## src/sv/sme_pkg.sv

```systemverilog
// Shared widths and fixed-point constants of the Stokes matrix exponential.
`default_nettype none
package sme_pkg;

    // Root of Q^2+U^2+V^2 (scaled by 256), one bit per cell
    localparam int SQRT_W = 20;
    localparam int RAD_W  = 40;

    // Exponent argument in Q.16 and the split exponent
    localparam int X_W    = 23;
    localparam int N_W    = 10;

    // Taylor series of 2^f, Q1.32 terms and Q2.32 running sum
    localparam int SERIES_TERMS = 13;
    localparam int TERM_W = 33;
    localparam int SUM_W  = 34;
    localparam int E_W    = 64;

    // Division |c|*16*2^32 / r, one quotient bit per cell
    localparam int DIV_Q_W = 33;
    localparam int DIV_R_W = 20;

    localparam logic [36:0] LOG2E_Q36 = 37'd99141248300;
    localparam logic [31:0] LN2_Q32   = 32'hB172_17F8;

endpackage
`default_nettype wire

```

## src/sv/sme_div_cell.sv

```systemverilog
// One quotient bit of the restoring divide of a scaled component by r.
`default_nettype none
module sme_div_cell (
    input  wire logic                          clk,
    input  wire logic                          en,
    input  wire logic [sme_pkg::DIV_R_W-1:0]   rem_in,
    input  wire logic                          bit_in,
    input  wire logic [sme_pkg::DIV_R_W-1:0]   den_in,
    input  wire logic [sme_pkg::DIV_Q_W-1:0]   quo_in,
    output logic      [sme_pkg::DIV_R_W-1:0]   rem_out,
    output logic      [sme_pkg::DIV_R_W-1:0]   den_out,
    output logic      [sme_pkg::DIV_Q_W-1:0]   quo_out
);

    logic [sme_pkg::DIV_R_W:0]   trial;
    logic [sme_pkg::DIV_R_W-1:0] rem_next;
    logic                        qbit;
    logic [sme_pkg::DIV_R_W-1:0] rem_reg;
    logic [sme_pkg::DIV_R_W-1:0] den_reg;
    logic [sme_pkg::DIV_Q_W-1:0] quo_reg;

    always_comb
    begin
        trial = {rem_in, bit_in};
        qbit  = (trial >= {1'b0, den_in});
        if (qbit)
        begin
            rem_next = sme_pkg::DIV_R_W'(trial - {1'b0, den_in});
        end
        else
        begin
            rem_next = sme_pkg::DIV_R_W'(trial);
        end
    end

    always_ff @(posedge clk)
    begin
        if (en)
        begin
            rem_reg <= rem_next;
            den_reg <= den_in;
            quo_reg <= {quo_in[sme_pkg::DIV_Q_W-2:0], qbit};
        end
    end

    assign rem_out = rem_reg;
    assign den_out = den_reg;
    assign quo_out = quo_reg;

endmodule
`default_nettype wire

```

## config.mk

```make
export PLATFORM = sky130hd
export DESIGN_NAME = sme_div_cell
export DESIGN_NICKNAME = d
export VERILOG_FILES = /design/src/sv/sme_pkg.sv /design/src/sv/sme_div_cell.sv
export SDC_FILE = /design/constraint.sdc
export NUM_CORES = 1
export LEC_CHECK = 0
export BUFFER_PORTS_ARGS = -buffer_cell sky130_fd_sc_hd__buf_2
export CELL_PAD_IN_SITES_DETAIL_PLACEMENT = 2
export CELL_PAD_IN_SITES_GLOBAL_PLACEMENT = 2
export CORE_MARGIN = 5
export CORE_UTILIZATION = 27
export DETAILED_ROUTE_END_ITERATION = 8
export PLACE_DENSITY = 0.77
export RECOVER_POWER = 25
export SKIP_CTS_REPAIR_TIMING = 1
export SYNTH_ARGS = -nofsm -noshare
export SYNTH_HDL_FRONTEND = slang
export SYNTH_SLANG_ARGS = --single-unit
```

## constraint.sdc

```tcl
create_clock -name clk -period 2.28 [get_ports clk]
set_input_delay 0.456 -clock clk [delete_from_list [all_inputs] [get_ports clk]]
set_output_delay 0.456 -clock clk [all_outputs]
set_load 0.03 [all_outputs]
```

Word level (Yosys, flattened, before mapping)
Index checks and enable logic that the tools add are counted.
{"block": "totals", "ff_bits": 73, "out_inout_bits": 73, "wordCells": 6, "inputBits": 76}
{"block": "classes", "n_addsub": 1, "n_mux": 1, "order_cmp": 1}
{"operator": "$ge A21 B20 Y1", "count": 1}
{"operator": "$mux W20", "count": 1}
{"operator": "$sub A20 B20 Y20", "count": 1}

Depth between registers and ports, before layout
Gate-level depths: netlist of the first run.
{"block": "logic_depth", "ltp_word": 2, "mapped_depth": 11, "ltp_nobuf": 10}

Least setup slack after synthesis of the first run
OpenSTA, ideal clock, no wires.
{"block": "synth_timing", "path_kind": "in2reg", "startpoint": "input den_in[4] (netlist name)", "endpoint": "register rem_reg (netlist bit rem_out[12]), data pin", "stages": 9, "setup_time_ns": 0.260, "n_path_buf": 0, "setup_slack_ns": -0.176, "required_time_ns": 2.020, "arrival_time_ns": 2.196, "path_cell_list": "inv_1 > ha_1 > a21o_1 > a31oi_1 > nand2_1 > a311o_1 > a21oi_4 > inv_2 > mux2_4"}
{"block": "synth_between", "elab_chain_len": 2, "elab_cells_between_ends": 3, "cone_classes": "1 x add/sub; 1 x order compare; 1 x mux"}
{"element": "start: declaration", "line": "sme_div_cell.sv:8", "rtl": "input wire logic [sme_pkg::DIV_R_W-1:0] den_in,"}
{"element": "$ge A21 B20 Y1", "line": "sme_div_cell.sv:25", "rtl": "qbit = (trial >= {1'b0, den_in});"}
{"element": "named net qbit", "line": "sme_div_cell.sv:17", "rtl": "logic qbit;"}
{"element": "$mux W20", "line": "sme_div_cell.sv:26", "rtl": "if (qbit)"}
{"element": "named net rem_next, one bit", "line": "sme_div_cell.sv:16", "rtl": "logic [sme_pkg::DIV_R_W-1:0] rem_next;"}
{"element": "end signal: assignment", "line": "sme_div_cell.sv:40", "rtl": "rem_reg <= rem_next;"}
{"element": "end: declaration", "line": "sme_div_cell.sv:18", "rtl": "logic [sme_pkg::DIV_R_W-1:0] rem_reg;"}
The timed path passes the listed nets, and every way through them passes these cells.
A chain may end at the register's enable or synchronous reset.

Worst setup path in the final report of the first run
{"block": "layout_timing", "startpoint": "input den_in[2] (netlist name)", "endpoint": "register rem_reg (netlist bit rem_out[19]), data pin"}
{"block": "layout_between", "elab_chain_len": 2, "elab_cells_between_ends": 3, "cone_classes": "1 x add/sub; 1 x order compare; 1 x mux"}
{"element": "$sub A20 B20 Y20 or $ge A21 B20 Y1 (tied branches)", "line": "sme_div_cell.sv:28, sme_div_cell.sv:25"}
{"element": "$mux W20 *", "line": "sme_div_cell.sv:26"}
{"element": "named net rem_next, one bit", "line": "sme_div_cell.sv:16"}
Mark *: on every way through the listed nets, which the timed path passes. The rest lies on a longest branch.

==> impl_results.rst, run 1 <==
.. list-table::
   :header-rows: 1

   * - Metric
     - Value
   * - Nets
     - between 500 and 600
   * - Worst setup path category
     - in2reg
   * - Number of endpoints with negative hold slack in the final report
     - 0
   * - Kind of path behind the tightest hold check
     - in2reg
   * - Number of placement rows
     - 41
   * - Global Route met2 Usage
     - 0.326
   * - Time the worst path needs with I/O delays and setup
     - 2530 ps
   * - Instance area after placement
     - between 0.005 and 0.006 mm^2
   * - Routing layer with the top usage in global route
     - met2
   * - Mean instance size in the synthesized netlist
     - roughly 13 um^2
   * - HPWL after detailed placement
     - between 10000 and 15000 um
   * - Routability congestion estimate from global placement
     - ~0.81
   * - Layout overhead on the synthesized area
     - 60.5%
   * - Combined area of all synthesized cells
     - between 0.003 and 0.004 mm^2
   * - Max-cap violation count
     - 0
   * - # setup viols final
     - 21
   * - Number of inserted diodes
     - 0
   * - Vert. Die Dim
     - around 120 um
   * - Worst-case clock buffer depth
     - 2
   * - CTS H-Tree Depth
     - 3
   * - Worst path required time
     - 2370 ps
   * - Number of unique standard cell types used by synthesis
     - 40
   * - Worst-path fanout max
     - 5
   * - Count of boundary I/O pins
     - around 150
   * - Post-layout total power
     - approximately 0.0046 W
   * - Clock transition time at the flip-flop clock pins of the worst setup and hold paths
     - roughly 60 ps
   * - Final period util
     - 1.11
   * - CTS buffer count
     - 9
   * - Total wirelength of the detailed-routed design
     - 17000 um
   * - Maximum number of pins on one net before global-route repair
     - 30
   * - Post-DR vias/cell
     - about 4.9
   * - PD cells
     - a little over 800 mW/mm^2
   * - Global-route wire length before repair
     - between 20000 and 25000 um
   * - Worst Hold Depth
     - 1
   * - Headroom to the max-slew limit
     - 0.692
   * - Violations in the final reports
     - setup timing
   * - Vias after detailed routing
     - approximately 3.3k
   * - Horizontal die dimension
     - roughly 120 um
   * - Max Freq
     - roughly 0.40 GHz
   * - Starting utilization of the core area
     - 0.277
   * - Fraction of final layout cells sized beyond drive strength 1
     - 0.551
   * - Antenna violations before repair
     - 0
   * - Met1 usage
     - 0.206
   * - Critical path arrival
     - 2620 ps
   * - Vias in the first global route
     - 3754
   * - Largest cells by area after synthesis
     - sky130_fd_sc_hd__edfxtp_1 (62%), sky130_fd_sc_hd__ha_1 (7.1%), sky130_fd_sc_hd__o21ai_0 (3.6%)
   * - Max VDD drop
     - between 300 and 400 uV
   * - Yosys reg bits
     - 73
   * - Die area
     - between 0.015 and 0.02 mm^2
   * - Summed area of non-filler cells in the final layout
     - 0.00565 mm^2
   * - Met3 layer usage reported by global route
     - 0.0523
   * - P_leak
     - about 2.5 nW
   * - Post-route worst setup slack
     - -250 ps
   * - Wire per inst
     - between 20 and 30 um
   * - Cell taking the most area after synthesis
     - sky130_fd_sc_hd__edfxtp_1
   * - Filler instances
     - roughly 1.4k
   * - Nature of the critical path startpoint
     - input port
   * - Number of port buffers
     - approximately 150
   * - TritonCTS clock tree
     - built
   * - Slew @ Worst Pin
     - around 460 ps
   * - Drt drc
     - 0
   * - Sequential-to-total area share from yosys stat
     - 0.622
   * - Number of nets in the synthesized netlist
     - between 300 and 400
   * - Number of flops mapped to enable cells by yosys
     - 73
   * - Syn Inst Count
     - 279
   * - Clock Sink Count
     - 73
   * - Root Buffer Master
     - sky130_fd_sc_hd__clkbuf_16
   * - Synth warn
     - 0
   * - Ys async rst share
     - 0
   * - Worst setup EP type
     - register
   * - Max-slew violation total from the final report
     - 0
   * - Number of detailed-routing iterations run before antenna repair
     - 4
   * - Most used DFF post-synth
     - sky130_fd_sc_hd__edfxtp_1
   * - Core outline area
     - around 0.013 mm^2
   * - Share of Yosys cell area claimed by the top area cell type
     - 0.622
   * - Run status
     - finished, violations left
   * - DRT iter0 DRCs
     - 186
   * - Total routing resource utilization after global routing
     - 0.180
   * - Sum of overflow across all layers after global routing
     - 0
   * - Remaining antenna violation count
     - 0
-- where the power goes --
part           leakage [nW]  total, W  internal [W]  switching (W)
combinational          1.60   0.00127      0.000482       0.000790
clock                 0.168   0.00169       0.00107       0.000614
sequential            0.714   0.00169       0.00164      0.0000477
total                  2.48   0.00465       0.00320        0.00145
-- critical path, stage by stage --
cell,delay [ps]
sky130_fd_sc_hd__buf_2,100
sky130_fd_sc_hd__inv_1,50
sky130_fd_sc_hd__ha_1,440
sky130_fd_sc_hd__o2111ai_2,220
sky130_fd_sc_hd__buf_4,180
sky130_fd_sc_hd__a21oi_1,190
sky130_fd_sc_hd__o2bb2ai_2,110
sky130_fd_sc_hd__o31ai_1,380
sky130_fd_sc_hd__xor2_1,190
sky130_fd_sc_hd__mux2_4,300
-- registers in the layout, indices dropped and copies added, names as in the netlist --
register	cells
quo_out	33
den_out	20
rem_out	20
-- final cells by class --
| type | count | area [um^2] | share of cell area |
|---|---|---|---|
| Timing Repair Buffer | 219 | 1320 | 0.234 |
| Clock inverter | 7 | 116 | 0.0206 |
| Inverter | 24 | 110 | 0.0195 |
| Clock buffer | 9 | 225 | 0.0398 |
| Tap cell | 172 | 215 | 0.0381 |
| Multi-Input combinational cell | 174 | 1470 | 0.261 |
| Sequential cell | 73 | 2190 | 0.388 |
-- synthesized netlist by cell type (2+ instances only) --
cell	instances
sky130_fd_sc_hd__edfxtp_1	73
sky130_fd_sc_hd__nand2_1	32
sky130_fd_sc_hd__o21ai_0	25
sky130_fd_sc_hd__inv_1	23
sky130_fd_sc_hd__ha_1	20
sky130_fd_sc_hd__a21oi_1	17
sky130_fd_sc_hd__nor2_1	10
sky130_fd_sc_hd__xnor2_1	10
sky130_fd_sc_hd__a21o_1	7
sky130_fd_sc_hd__xor2_1	7
sky130_fd_sc_hd__clkbuf_1	5
sky130_fd_sc_hd__nand4_1	5
sky130_fd_sc_hd__o21a_1	4
sky130_fd_sc_hd__a211oi_1	3
sky130_fd_sc_hd__buf_2	3
sky130_fd_sc_hd__mux2_4	3
sky130_fd_sc_hd__a31oi_1	2
sky130_fd_sc_hd__mux2i_1	2
sky130_fd_sc_hd__nand2b_1	2
sky130_fd_sc_hd__nor2b_1	2
sky130_fd_sc_hd__nor3_1	2
sky130_fd_sc_hd__o2111ai_1	2
sky130_fd_sc_hd__o211ai_1	2
sky130_fd_sc_hd__o21bai_1	2
-- routing by layer --
layer  part of all wire  wire length [um]  up-vias
li1                   -                 -     1476
met4              0.023               384        0
met5                  0                 0        -
met3              0.063              1060       26
met1               0.39              6660     1679
met2               0.52              8870      146
-- logic make-up after synthesis --
family          share of synthesized area
mux                                0.0217
compound gates                      0.130
fa+ha+maj                          0.0767
buf+inv                            0.0352
flops                               0.622
xor+xnor                           0.0423
simple gates                       0.0718
-- cell usage in the layout, fill, tap and decap left out, types with 4 or more instances in the layout --
cell,count
sky130_fd_sc_hd__xnor2_1,10
sky130_fd_sc_hd__nand2_1,27
sky130_fd_sc_hd__a21o_1,7
sky130_fd_sc_hd__o21ai_0,21
sky130_fd_sc_hd__o21a_1,4
sky130_fd_sc_hd__ha_4,10
sky130_fd_sc_hd__clkbuf_16,9
sky130_fd_sc_hd__buf_2,136
sky130_fd_sc_hd__nand4_1,5
sky130_fd_sc_hd__ha_1,9
sky130_fd_sc_hd__edfxtp_1,73
sky130_fd_sc_hd__xor2_1,7
sky130_fd_sc_hd__inv_2,6
sky130_fd_sc_hd__inv_1,14
sky130_fd_sc_hd__clkbuf_1,7
sky130_fd_sc_hd__buf_4,70
sky130_fd_sc_hd__a21oi_1,10
sky130_fd_sc_hd__a21oi_2,6
sky130_fd_sc_hd__nor2_1,8
-- worst paths after layout --
check,slack (ps),startpoint,to
hold / removal,290,quo_in[5],quo_out[6]
setup / recovery,-250,den_in[2],rem_out[19]
-- metrics by stage --
step / setup WS (ps) / util / hold WS (ps) / instances / setup TNS, ps
after CTS: -119 / 0.429 / 286 / 672 / -887
after global placement: -364 / 0.402 / 633 / 656 / -5550
after floorplan: -54.4 / - / 555 / 279 / -187
after detailed placement: -497 / 0.402 / 635 / 656 / -6990
final: -250 / 0.444 / 289 / 678 / -3270
after global routing: -315 / 0.444 / 277 / 678 / -4370
Note: power is estimated with default switching activity, not from simulation.
==> run 2, diff against run 1 <==
Settings changed: ABC_CLOCK_PERIOD_IN_PS set to 2280, CORE_ASPECT_RATIO set to 0.7, CORE_MARGIN 5 to 2.
==> run 2 against run 1 <==
The flow still finishes with violations (setup timing). Largest power group unchanged. Clock power decreased by 16%. Fmax up 8.3%. Highest routed layer is now met5. Worst hold slack improved by 6.2 ps.
==> impl_results.rst, run 2 (synthesis gave the netlist of run 1 again) <==
.. list-table::
   :header-rows: 1

   * - Metric
     - Value
   * - Root Buffer Master
     - sky130_fd_sc_hd__clkbuf_16
   * - Clock Sink Count
     - 73
   * - Final core utilization
     - 0.445
   * - Worst-case clock buffer depth
     - 2
   * - P_leak
     - roughly 2.5 nW
   * - TritonCTS clock tree
     - built
   * - Final period util
     - 1.03
   * - Nature of the critical path startpoint
     - input port
   * - Global-route wire length before repair
     - approximately 19000 um
   * - Max layer used
     - met5
   * - Antenna violations before repair
     - 1
   * - Worst setup EP type
     - register
   * - Fraction of final layout cells sized beyond drive strength 1
     - 0.554
   * - Core outline area
     - approximately 0.013 mm^2
   * - PD cells
     - between 700 and 800 mW/mm^2
   * - DRT iter0 DRCs
     - between 90 and 100
   * - Wire length the detailed router placed on met1
     - 5660 um
   * - Headroom to the max-slew limit
     - 0.770
   * - Most common library cell in the layout ignoring fill and taps
     - sky130_fd_sc_hd__buf_2
   * - Place WS
     - -466 ps
   * - Max-slew violation total from the final report
     - 0
   * - Run status
     - finished, violations left
   * - Drt drc
     - 0
   * - Routed wl met2
     - between 6000 and 7000 um
   * - Max Freq
     - ~0.43 GHz
   * - Setup repair after global routing missed its margin
     - true
   * - Number of endpoints with negative hold slack in the final report
     - 0
   * - Post-DR vias/cell
     - between 4 and 5
   * - CTS buffer count
     - 9
   * - Aggregate negative setup slack
     - -207 ps
   * - Layout overhead on the synthesized area
     - 59.0%
   * - Count of boundary I/O pins
     - roughly 150
   * - Number of port buffers
     - roughly 150
   * - Number of inserted diodes
     - 0
   * - Vert. Die Dim
     - 99.6 um
   * - Max-cap violation count
     - 0
   * - Max VDD drop
     - 433 uV
   * - Most used cells in the layout excluding fill and tap cells
     - sky130_fd_sc_hd__buf_2 (142), sky130_fd_sc_hd__edfxtp_1 (73), sky130_fd_sc_hd__buf_4 (67)
   * - Worst setup path category
     - in2reg
   * - Slew @ Worst Pin
     - roughly 340 ps
   * - Flip-flop count of the largest register, all copies and words added
     - 33
   * - Vias in the first global route
     - 3389
   * - Wire per inst
     - roughly 20 um
   * - Time the worst path needs with I/O delays and setup
     - 2340 ps
   * - Critical path arrival
     - between 2000 and 2500 ps
   * - Worst-path fanout max
     - 5
   * - Sum of overflow across all layers after global routing
     - 0
   * - Nets
     - about 600
   * - Remaining antenna violation count
     - 0
   * - Starting utilization of the core area
     - 0.280
   * - # setup viols final
     - 9
   * - Vias after detailed routing
     - between 3k and 4k
   * - Number of placement rows
     - 34
   * - Total routing resource utilization after global routing
     - 0.172
   * - Routed wire length on met3
     - just under 900 um
   * - Clock transition time at the flip-flop clock pins of the worst setup and hold paths
     - about 60 ps
   * - Post-route worst setup slack
     - -57.1 ps
   * - Total wirelength of the detailed-routed design
     - between 10000 and 15000 um
   * - CTS H-Tree Depth
     - 3
   * - HPWL after detailed placement
     - 9410 um
   * - Worst path required time
     - 2360 ps
   * - Die area
     - 0.0140 mm^2
   * - Maximum number of pins on one net before global-route repair
     - between 40 and 50
   * - Worst Hold Slack
     - ~290 ps
   * - Post-layout total power
     - between 0.004 and 0.005 W
   * - Routability congestion estimate from global placement
     - slightly below 0.8
   * - Number of detailed-routing iterations run before antenna repair
     - 6
   * - Horizontal die dimension
     - 141 um
   * - Violations in the final reports
     - setup timing
   * - Kind of path behind the tightest hold check
     - in2reg
## run 2: metal layers
| layer | track usage | vias up |
|---|---|---|
| met3 | 0.0501 | 14 |
| li1 | - | 1474 |
| met5 | 0 | - |
| met2 | 0.298 | 111 |
| met1 | 0.215 | 1537 |
| met4 | 0.0392 | 2 |
## run 2: area by class of cell
class	instances	area (um^2)
fill	1323	6990
sequential	73	2190
multi-input combinational	174	1450
timing repair buffer	217	1350
clock buffer	10	229
tap	162	203
inverter	24	110
clock inverter	6	67.6
## run 2: worst paths after layout
kind	endpoint	slack, ps	cells past startpoint	from
max	rem_out[12]	-60	10	den_in[1]
min	quo_out[32]	290	1	quo_in[31]
## run 2: through the flow
stage | std cells | cell area (um^2)
after detailed placement | 641 | 5050
final | 666 | 5600
after global placement | 641 | 5050
after floorplan | 279 | 3720
after global routing | 666 | 5600
after CTS | 657 | 5350
## run 2: worst max-delay path: stages
cell,delay (ps)
sky130_fd_sc_hd__buf_4,130
sky130_fd_sc_hd__inv_4,60
sky130_fd_sc_hd__ha_4,190
sky130_fd_sc_hd__nor2b_2,160
sky130_fd_sc_hd__o2111ai_2,220
sky130_fd_sc_hd__nand2_1,150
sky130_fd_sc_hd__a311o_1,340
sky130_fd_sc_hd__a21oi_4,250
sky130_fd_sc_hd__inv_2,130
sky130_fd_sc_hd__mux2_4,320
## run 2: where the power goes
group | switching (W) | internal [W]
combinational | 0.000725 | 0.000483
sequential | 0.0000375 | 0.00164
clock | 0.000569 | 0.000851
total | 0.00133 | 0.00298
