==> src/sv/sme_pkg.sv <==
// Shared widths and fixed-point constants of the Stokes matrix exponential.
`default_nettype none
package sme_pkg;

    // Root of Q^2+U^2+V^2 (scaled by 256), one bit per cell
    localparam int SQRT_W = 20;
    localparam int RAD_W  = 40;

    // Exponent argument in Q.16 and the split exponent
    localparam int X_W    = 23;
    localparam int N_W    = 10;

    // Taylor series of 2^f, Q1.32 terms and Q2.32 running sum
    localparam int SERIES_TERMS = 13;
    localparam int TERM_W = 33;
    localparam int SUM_W  = 34;
    localparam int E_W    = 64;

    // Division |c|*16*2^32 / r, one quotient bit per cell
    localparam int DIV_Q_W = 33;
    localparam int DIV_R_W = 20;

    localparam logic [36:0] LOG2E_Q36 = 37'd99141248300;
    localparam logic [31:0] LN2_Q32   = 32'hB172_17F8;

endpackage
`default_nettype wire

==> src/sv/sme_sqrt_cell.sv <==
// One bit of the restoring square root of the scaled polarization power.
`default_nettype none
module sme_sqrt_cell #(
    parameter int J = 19
) (
    input  wire logic                        clk,
    input  wire logic                        en,
    input  wire logic [sme_pkg::RAD_W-1:0]   rem_in,
    input  wire logic [sme_pkg::SQRT_W-1:0]  res_in,
    output logic      [sme_pkg::RAD_W-1:0]   rem_out,
    output logic      [sme_pkg::SQRT_W-1:0]  res_out
);

    logic [sme_pkg::RAD_W-1:0]  rem_reg, rem_next;
    logic [sme_pkg::SQRT_W-1:0] res_reg, res_next;
    logic [sme_pkg::RAD_W:0]    trial;

    // (res + 2^J)^2 - res^2 = res*2^(J+1) + 2^(2J)
    always_comb
    begin
        trial = ((sme_pkg::RAD_W+1)'(res_in) << (J + 1))
              | ((sme_pkg::RAD_W+1)'(1) << (2 * J));
        if ({1'b0, rem_in} >= trial)
        begin
            rem_next = sme_pkg::RAD_W'({1'b0, rem_in} - trial);
            res_next = res_in | (sme_pkg::SQRT_W'(1) << J);
        end
        else
        begin
            rem_next = rem_in;
            res_next = res_in;
        end
    end

    always_ff @(posedge clk)
    begin
        if (en)
        begin
            rem_reg <= rem_next;
            res_reg <= res_next;
        end
    end

    assign rem_out = rem_reg;
    assign res_out = res_reg;

endmodule
`default_nettype wire

==> config.mk <==
export PLATFORM = sky130hd
export DESIGN_NAME = sme_sqrt_cell
export DESIGN_NICKNAME = d
export VERILOG_FILES = /design/src/sv/sme_pkg.sv /design/src/sv/sme_sqrt_cell.sv
export SDC_FILE = /design/constraint.sdc
export NUM_CORES = 1
export LEC_CHECK = 0
export BUFFER_PORTS_ARGS = -buffer_cell sky130_fd_sc_hd__buf_4
export CAP_MARGIN = 20
export CELL_PAD_IN_SITES_DETAIL_PLACEMENT = 0
export CELL_PAD_IN_SITES_GLOBAL_PLACEMENT = 1
export CORE_MARGIN = 3
export CORE_UTILIZATION = 40
export CTS_CLUSTER_DIAMETER = 30
export CTS_CLUSTER_SIZE = 25
export DETAILED_ROUTE_END_ITERATION = 7
export HOLD_SLACK_MARGIN = 0.06
export PLACE_DENSITY_LB_ADDON = 0.1
export SLEW_MARGIN = 0
export SYNTH_ARGS = -nofsm -noshare
export SYNTH_HDL_FRONTEND = slang
export SYNTH_SLANG_ARGS = --single-unit
==> constraint.sdc <==
create_clock -name clk -period 7.15 [get_ports clk]
set_input_delay 1.0725 -clock clk [delete_from_list [all_inputs] [get_ports clk]]
set_output_delay 1.0725 -clock clk [all_outputs]
set_load 0.05 [all_outputs]
---- Word level (Yosys, flattened, before mapping) ----
Cells that the tools add are included.
operators by class
  add/sub/neg operators ................... 1
  order comparisons ....................... 1
  muxes and demuxes ....................... 1
operator list
  kind            count
  $ge 40x40->1    1
  $mux 40         1
  $sub 40x40->40  1
storage, ports and cells
  register bits ........................... 60
  input port bits ......................... 62

---- Depth between registers and ports, before layout ----
Gate-level depths: netlist of run 1.
  depth in word-level cells ............... 2
  mapped depth ............................ 11
  gate-level depth less buffers ........... 10

---- Worst setup path before layout of run 1 ----
No wires, ideal clock.
  kind .................................... input to register
  from .................................... in rem_in[20] in the netlist's numbering
  to ...................................... reg rem_reg (netlist bit rem_out[34]), data pin
  library setup time ...................... 0.135 ns
  data arrival time ....................... 3.020 ns
  data required time ...................... 7.015 ns
  slack ................................... 3.995 ns
  stages .................................. 10
  path buffers ............................ 0
  cell sequence ........................... inv_1 -> ha_1 -> fa_1 -> nor2b_1 -> o31a_1 -> o21ai_1 -> o21bai_1 -> a21oi_1 -> or4b_1 -> nand3_1
on the way
  longest elaborated chain between the ends .. 2
  elaborated cells on any way between the ends .. 3
RTL lines
  item                                            RTL line                                  text
  start, declared                                 sme_sqrt_cell.sv:8                        input wire logic [sme_pkg::RAD_W-1:0] rem_in,
  $sub 40x40->40 or $ge 40x40->1 (tied branches)  sme_sqrt_cell.sv:25, sme_sqrt_cell.sv:23
  $mux 40 *                                       sme_sqrt_cell.sv:23                       if ({1'b0, rem_in} >= trial)
  via rem_next, one bit                           sme_sqrt_cell.sv:14                       logic [sme_pkg::RAD_W-1:0] rem_reg, rem_next;
  end signal, assigned                            sme_sqrt_cell.sv:39                       rem_reg <= rem_next;
  end, declared                                   sme_sqrt_cell.sv:14
Mark *: on every way through the listed nets, which the timed path passes. The rest lies on a longest branch.
A chain may end at the register's enable or synchronous reset.

---- Final worst setup path of run 1 ----
Same ends and word-level chain as after synthesis.

==> out/results.ini, run 1 <==
[drt]
drtIter0Drc = 88
viasPerCell = 5.02
drtPass1Iterations = 4
drc = 0
wl_um = 7520
vias = 2524
wl_per_cell_um = 14.9
antenna_left = 0

[die]
initial_core_util_pct = 42.6
dieArea_um2 = 9070
dieHeight_um = 95.3
rows = 31
num_io_pins = 122
coreArea_um2 = 7490
die_w_um = 95.3

[run_status]
status = complete, no violations

[grt]
antenna_found_initial = 0
grt_max_degree = 61
grt_pass1_wl_um = 11900
grt_pass1_vias = 2598
grt_usage_pct = 17.0
overflow = 0

[power_and_ir_drop]
switching_power_uw = 355
power_density_nw_per_um2 = 240
ir_drop_v = 0.000119
sw_frac_of_total_pct = 33.8
p_int_uw = 695
clkPwrFrac_pct = 27.9
p_comb_share_pct = 30.6
power.static_leakage_uw = 0.00193
seq_power_share_pct = 41.5

[synth]
synth_top_area_cell = edfxtp_1
syn_inst = 272
async_flop_share_pct = 0
avgSynthCellArea_um2 = 11.7
synth_area_leaders = edfxtp_1 (57%), ha_1 (7.5%), a21oi_1 (4.4%)
synth_cell_types = 46
synth.top_cell.area_share_pct = 56.5
synth_area_um2 = 3190
synth_edf_count = 60
yosys_warnings = 0
yosysMostFrequentCell = edfxtp_1
ys_seq_elements = 60
synthTopCellsByCount = edfxtp_1 (60), a21oi_1 (28), inv_1 (26)
synthFlopType = edfxtp_1
syn-num-nets = 354
ys_seq_area_share_pct = 56.5

[sta]
period_share_pct = 45.3
worst_slew_pin_slew_ns = 0.755
final.setup.tns_ns = 0
finalHoldViolations = 0
setup_viol = 0
max_freq_ghz = 0.309
rsz0062_at_grt = false
drv_slew = 0
relSlewSlack_pct = 49.6
layout_min_cycle_time_ns = 3.24

[cts]
cts.sinks = 60
cts.repair.resized = 0
cts_tree = yes
ctsRootBufferMaster = clkbuf_8
cts_hold_buf = 0
path_clk_slew_ns = 0.08
post_cts_buffers = 0
numCtsBuffers = 9
cts_htree_levels = 3
clockBufferDepth = 2

[final_layout]
design_area_um2 = 4380
syn_to_final_growth_pct = 37.5
diodes = 0
drive_gt1_share_pct = 35.9
final_nets = 482

[placement]
dp_hpwl_um = 5580
place.gp.congestion = 0.796
placed_area_um2 = 4200
io_buffers = 121

[worst_hold_path]
min_path_type = input pin to flop

[worst_setup_path]
startpoint_type = input pin
required_ns = 7.35
endpoint_kind = flop
cp_max_fo = 4
crit_arrival_ns = 3.44
criticalPathCategory = input pin to flop

[run]
cap_violations = 0

==> power by group through the flow <==
stage,clock network [uW],registers [uW],logic [uW]
after floorplan,0,560,98.2
after global placement,0,443,321
after detailed placement,0,444,322
after CTS,301,436,323
after global routing,315,440,346
final,293,436,321
==> layout make-up <==
type	instances	area (um^2)
Inverter	26	97.6
Fill cell	653	3110
Tap cell	99	124
Clock inverter	6	56.3
Clock buffer	9	124
Sequential cell	60	1800
Multi-Input combinational cell	182	1270
Timing Repair Buffer	121	908
==> critical path: stages <==
cell and delay (ns):
buf_4 0.09, inv_1 0.03, ha_1 0.22, fa_1 0.41, nor2b_1 0.18, o31a_1 0.18
o21ai_1 0.15, o21bai_1 0.37, a21oi_1 0.14, or4b_1 0.51, nand3_1 0.09
==> sequential cells by signal (all words and copies together) (netlist names) <==
register and count:
rem_out 40, res_out 20
==> stage by stage <==
stage                     total power [uW]  hold WS [ns]  setup slack, ns  std cells  utilization (%)
after floorplan                        659          1.17             4.00        272                -
after global placement                 764          1.25             3.65        488             56.1
after detailed placement               766          1.26             3.58        488             56.1
after CTS                             1060         0.899             3.92        503             58.5
after global routing                  1100         0.899             3.71        503             58.5
final                                 1050         0.915             3.91        503             58.5
==> layout by cell type (no fill, tap or decap), types with 2 or more instances in the layout <==
| cell | n |
|---|---|
| buf_4 | 121 |
| a21o_1 | 5 |
| xnor2_1 | 10 |
| nor4_1 | 4 |
| a21oi_1 | 28 |
| nor2b_1 | 3 |
| clkbuf_8 | 9 |
| a221o_1 | 2 |
| clkinv_2 | 3 |
| mux2_2 | 5 |
| nor2_1 | 24 |
| xor2_1 | 6 |
| nand3_1 | 5 |
| o21ai_1 | 2 |
| o21a_1 | 4 |
| nor3_1 | 4 |
| nand2_1 | 12 |
| edfxtp_1 | 60 |
| a31oi_1 | 3 |
| o31ai_1 | 3 |
| nand2b_1 | 2 |
| nand4_1 | 4 |
| ha_1 | 19 |
| inv_1 | 26 |
| o21ai_0 | 12 |
| and3_1 | 4 |
==> cells by family (layout without fill, tap and decap cells) <==
family / count (synthesis) / in the layout / share of synthesized area (%)
XOR/XNOR: 16 / 16 / 4.40
AO/OA/AOI/OAI: 68 / 68 / 13.2
flip-flops: 60 / 60 / 56.5
buffers and inverters: 30 / 162 / 3.65
adder cells (fa/ha/maj): 20 / 20 / 8.09
AND/OR/NAND/NOR: 72 / 72 / 12.1
multiplexers: 6 / 6 / 2.08
==> path summary, 6_finish.rpt <==
check	from	endpoint	slack (ns)	cells after the start
worst max-delay path	rem_in[20]	rem_out[34]$_DFFE_PP_	3.91	11
worst min-delay path	res_in[9]	res_out[9]$_DFFE_PP_	0.91	1
==> per-layer routing <==
metal  vias up  GRT usage, %  part of all wire, %
met2        92          28.2                   46
met3         9          5.37                  8.5
li1       1265             -                    -
met1      1158          21.6                   45
met4         0          4.33                  1.1
met5         -             0                    0
(Power assumes the default switching activity.)
==> run 2: changes to the inputs <==
--- a/config.mk
+++ b/config.mk
@@ -10,7 +10,7 @@
 export CELL_PAD_IN_SITES_DETAIL_PLACEMENT = 0
 export CELL_PAD_IN_SITES_GLOBAL_PLACEMENT = 1
 export CORE_MARGIN = 3
-export CORE_UTILIZATION = 40
+export CORE_UTILIZATION = 34
 export CTS_CLUSTER_DIAMETER = 30
 export CTS_CLUSTER_SIZE = 25
 export DETAILED_ROUTE_END_ITERATION = 7
==> constraint.sdc (replaced) <==
create_clock -name clk -period 2.79 [get_ports clk]
set_input_delay 0.4185 -clock clk [delete_from_list [all_inputs] [get_ports clk]]
set_output_delay 0.4185 -clock clk [all_outputs]
set_load 0.05 [all_outputs]
==> out/results.ini, run 2 (synthesized netlist as in run 1, its figures left out) <==
[grt]
grt_max_degree = 61  ; unchanged
overflow = 0  ; unchanged
grt_pass1_wl_um = 12200  ; +2.3%
antenna_found_initial = 0  ; unchanged
grt_pass1_vias = 2550  ; -1.8%
grt_usage_pct = 15.0  ; -2.1 points

[final_layout]
final_common_cell = buf_4
diodes = 0  ; unchanged
largest_reg_flops = 40  ; unchanged
final_util_pct = 50.3  ; -8.2 points
design_area_um2 = 4470  ; +2.1%
n_fill_cell = 843  ; +29%
drive_gt1_share_pct = 37.8  ; +1.9 points
most-common-layout-cells = buf_4 (135), edfxtp_1 (60), a21oi_1 (28), inv_1 (26), nor2_1 (24)
multiInputGateArea_um2 = 1270  ; unchanged
syn_to_final_growth_pct = 40.4
final-seq-area_um2 = 1800  ; unchanged
final_nets = 496  ; +2.9%

[worst_setup_path]
crit_slowest_cell = or4b_1
startpoint_type = input pin
required_ns = 3.00  ; -4.35 ns
crit_arrival_ns = 2.65  ; -0.79 ns
critPathBufInv = 3  ; +1
endpoint_kind = flop
criticalPathCategory = input pin to flop
slowest_delay_ns = 0.51  ; about the same
crit_chain = buf_4, inv_1, ha_1, fa_1, nor2b_1, o31a_1, o21ai_1, o21bai_1, buf_4, a21oi_1, or4b_1, nand3_1
cp_top_family = simple AND/OR/NAND/NOR gates
cp_max_fo = 4  ; unchanged
critical_path.most_common_cell = buf_4

[placement]
place.gp.congestion = 0.802  ; +0.69%
io_buffers = 121  ; unchanged
dp_hpwl_um = 6060  ; +8.6%
placed_area_um2 = 4320  ; +2.8%

[cts]
cts_htree_levels = 3  ; unchanged
cts_tree = yes
path_clk_slew_ns = 0.07  ; about the same
cts.repair.resized = 0  ; unchanged
cts.sinks = 60  ; unchanged
cts_hold_buf = 0  ; unchanged
clockBufferDepth = 2  ; unchanged
post_cts_buffers = 0  ; unchanged
ctsRootBufferMaster = clkbuf_8
numCtsBuffers = 9  ; unchanged

[sta]
finalHoldViolations = 0  ; unchanged
relSlewSlack_pct = 48.2  ; -1.4 points
setup_viol = 0  ; unchanged
drv_slew = 0  ; unchanged
worst_slew_pin_slew_ns = 0.777  ; +0.0214 ns
rsz0062_at_grt = false
max_freq_ghz = 0.409
layout_min_cycle_time_ns = 2.44
period_share_pct = 87.6

[power_and_ir_drop]
seq_power_share_pct = 42.3  ; +0.8 points
switching_power_uw = 927  ; +160%
power_density_nw_per_um2 = 590  ; +150%
clkPwrFrac_pct = 25.2  ; -2.7 points
ir_drop_v = 0.000240  ; +100%
sw_frac_of_total_pct = 35.1  ; +1.3 points
power.static_leakage_uw = 0.00198  ; +2.7%
p_comb_share_pct = 32.5  ; +1.9 points
p_int_uw = 1710  ; +150%

[drt]
viasPerCell = 4.99  ; -0.62%
vias = 2623  ; +3.9%
wl_um = 8050  ; +7.1%
antenna_left = 0  ; unchanged
drc = 0  ; unchanged
drtIter0Drc = 106  ; +20%
wl_per_cell_um = 15.3  ; +2.4%
drtPass1Iterations = 5  ; +1

[worst_hold_path]
min_path_type = input pin to flop

[die]
dieHeight_um = 103  ; +7.9%
num_io_pins = 122  ; unchanged
dieArea_um2 = 10600  ; +16%
rows = 34  ; +9.7%
initial_core_util_pct = 35.8  ; -6.7 points
coreArea_um2 = 8890  ; +19%
die_w_um = 103  ; +7.9%

[run]
cap_violations = 0  ; unchanged

[run_status]
status = complete, no violations

-- run 2: cell type report --
| class | instances | area share (%) |
|---|---|---|
| repair buffers | 135 | 22.7 |
| clock buffers | 9 | 2.77 |
| inverters | 26 | 2.18 |
| well taps | 108 | 3.02 |
| multi-input cells | 182 | 28.4 |
| flip-flops and latches | 60 | 40.3 |
| clock inverters | 6 | 0.727 |
-- run 2: final timing paths --
path                     to       start  slack, ns  cells past startpoint
min   res_out[18]$_DFFE_PP_  res_in[18]       0.26                      1
max   rem_out[34]$_DFFE_PP_  rem_in[20]       0.35                     12
-- run 2: per-layer routing --
metal	GRT usage (%)	wire, um	vias up	share of wire, %
met5	0	0	-	0
met4	5.98	146	0	1.8
met3	3.92	681	12	8.5
met2	22.9	3480	119	43
met1	20.4	3740	1195	46
li1	-	-	1297	-
-- run 2: per-stage QoR --
| step | setup WS, ns | std cells | TNS (ns) | hold WS (ns) | power, uW |
|---|---|---|---|---|---|
| floorplan | 0.289 | 272 | 0 | 0.517 | 1690 |
| global placement | 0.0507 | 511 | 0 | 0.596 | 1990 |
| detailed placement | -0.000228 | 511 | -0.000228 | 0.601 | 2000 |
| CTS | 0.347 | 526 | 0 | 0.244 | 2670 |
| global route | 0.218 | 526 | 0 | 0.241 | 2780 |
| finish | 0.347 | 526 | 0 | 0.256 | 2640 |
-- run 2: power by group through the flow --
stage	sequential [uW]	clock, uW	combinational, uW
3_5_place_dp	1140	0	860
4_1_cts	1120	688	864
2_1_floorplan	1440	0	252
3_3_place_gp	1130	0	860
5_1_grt	1120	734	919
6_report	1120	665	857
==> run 3: changes to the inputs <==
--- a/config.mk
+++ b/config.mk
@@ -15,7 +15,7 @@
 export CTS_CLUSTER_SIZE = 25
 export DETAILED_ROUTE_END_ITERATION = 7
 export HOLD_SLACK_MARGIN = 0.06
-export PLACE_DENSITY_LB_ADDON = 0.1
+export PLACE_DENSITY = 0.85
 export SLEW_MARGIN = 0
 export SYNTH_ARGS = -nofsm -noshare
 export SYNTH_HDL_FRONTEND = slang
==> out/results.ini, run 3 (synthesized netlist as in run 1, its figures left out) <==
[grt]
grt_pass1_vias = 2603  ; +2.1%
overflow = 0  ; unchanged
grt_pass1_wl_um = 12600  ; +3.5%
antenna_found_initial = 0  ; unchanged
grt_usage_pct = 15.3  ; +0.28 points
grt_max_degree = 61  ; unchanged

[worst_setup_path]
crit_path_start = rem_in[20]
crit_slowest_cell = or4b_1
critPathBufInv = 2  ; -1
criticalPathCategory = input pin to flop
crit_chain = buf_4, inv_1, ha_1, fa_1, nor2b_1, o31a_1, o21ai_1, o21bai_1, a21oi_1, or4b_1, nand3_1
crit_arrival_ns = 2.60  ; -0.05 ns
cp_top_family = simple AND/OR/NAND/NOR gates
endpoint_kind = flop
slowest_delay_ns = 0.51  ; about the same
startpoint_type = input pin
required_ns = 2.99  ; about the same
cp_max_fo = 3  ; -1

[placement]
dp_slack_ns = 0.0545  ; +0.0548 ns
io_buffers = 121  ; unchanged
dp_hpwl_um = 6090  ; +0.57%
place.gp.congestion = 0.900  ; +12%

[sta]
relSlewSlack_pct = 48.7  ; +0.45 points
fin_ws_ns = 0.387  ; +0.0397 ns
drv_slew = 0  ; unchanged
final.setup.tns_ns = 0  ; unchanged
layout_min_cycle_time_ns = 2.40  ; -0.0397 ns
finalHoldViolations = 0  ; unchanged
period_share_pct = 86.1  ; -1.4 points
max_freq_ghz = 0.416  ; +1.7%
worst_slew_pin_slew_ns = 0.770  ; -0.00676 ns
rsz0062_at_grt = false
setup_viol = 0  ; unchanged

[cts]
cts_hold_buf = 0  ; unchanged
ctsRootBufferMaster = clkbuf_8
clockBufferDepth = 2  ; unchanged
post_cts_buffers = 0  ; unchanged
cts_tree = yes
cts.repair.resized = 0  ; unchanged
numCtsBuffers = 9  ; unchanged
cts.sinks = 60  ; unchanged
cts_htree_levels = 3  ; unchanged
path_clk_slew_ns = 0.07  ; about the same

[run_status]
status = complete, no violations

[power_and_ir_drop]
sw_frac_of_total_pct = 34.6  ; -0.49 points
power.static_leakage_uw = 0.00197  ; -0.90%
seq_power_share_pct = 42.6  ; +0.3 points
switching_power_uw = 909  ; -1.9%
p_comb_share_pct = 32.7  ; +0.2 points
power_density_nw_per_um2 = 588  ; -0.23%
p_int_uw = 1710  ; +0.18%
ir_drop_v = 0.000222  ; -7.6%
clkPwrFrac_pct = 24.8  ; -0.4 points

[run]
cap_violations = 0  ; unchanged

[final_layout]
most-common-layout-cells = buf_4 (130), edfxtp_1 (60), a21oi_1 (28), inv_1 (26), nor2_1 (24)
final_common_cell = buf_4
largest_reg_flops = 40  ; unchanged
syn_to_final_growth_pct = 39.9
drive_gt1_share_pct = 36.9  ; -0.93 points
final_nets = 492  ; -0.81%
diodes = 0  ; unchanged

[drt]
drtPass1Iterations = 5  ; unchanged
drc = 0  ; unchanged
vias = 2577  ; -1.8%
wl_um = 7930  ; -1.5%
drtIter0Drc = 76  ; -28%
viasPerCell = 4.93  ; -1.2%
wl_per_cell_um = 15.2  ; -0.94%
antenna_left = 0  ; unchanged

[die]
num_io_pins = 122  ; unchanged
initial_core_util_pct = 35.8  ; unchanged
dieArea_um2 = 10600  ; unchanged
die_w_um = 103  ; unchanged
dieHeight_um = 103  ; unchanged
coreArea_um2 = 8890  ; unchanged
rows = 34  ; unchanged

[worst_hold_path]
min_path_type = input pin to flop
hold_path_startpoint = res_in[6]

[run 3: changes by cell type in the layout (fill, tap and decap cells not counted)]
cell	before	now
clkinv_1	2	3
buf_4	135	130
clkinv_2	2	1
clkbuf_1	0	1
buf_12	0	1
[run 3: final timing paths]
kind  depth (start not counted)                    end
min                           1   res_out[6]$_DFFE_PP_
max                          11  rem_out[34]$_DFFE_PP_
[run 3: through the flow]
step / util [%] / power (uW) / hold slack [ns] / cell area, um^2 / cells
floorplan: - / 1690 / 0.517 / 3190 / 272
global placement: 48.4 / 1990 / 0.597 / 4300 / 507
detailed placement: 48.4 / 2000 / 0.608 / 4300 / 507
CTS: 50.1 / 2660 / 0.247 / 4460 / 523
global route: 50.1 / 2760 / 0.248 / 4460 / 523
finish: 50.1 / 2620 / 0.263 / 4460 / 523
[run 3: power by group through the flow]
stage	combinational, uW	sequential, uW	clock, uW
final	856	1120	650
after global routing	923	1120	712
after CTS	863	1120	677
after detailed placement	860	1140	0
after global placement	853	1140	0
after floorplan	252	1440	0
[run 3: area by class of cell]
| cell class | count | area (um^2) |
|---|---|---|
| Clock buffer | 10 | 128 |
| Clock inverter | 6 | 31.3 |
| Fill cell | 815 | 4430 |
| Inverter | 26 | 97.6 |
| Multi-Input combinational cell | 182 | 1270 |
| Sequential cell | 60 | 1800 |
| Tap cell | 108 | 135 |
| Timing Repair Buffer | 131 | 996 |
[run 3: routing by layer]
metal  vias to the layer above  global-route usage [%]  part of all wire [%]
li1                       1293                       -                     -
met1                      1172                    20.3                    45
met2                       100                    24.4                    45
met3                        12                    3.59                   8.0
met4                         0                    5.68                   1.6
met5                         -                       0                     0
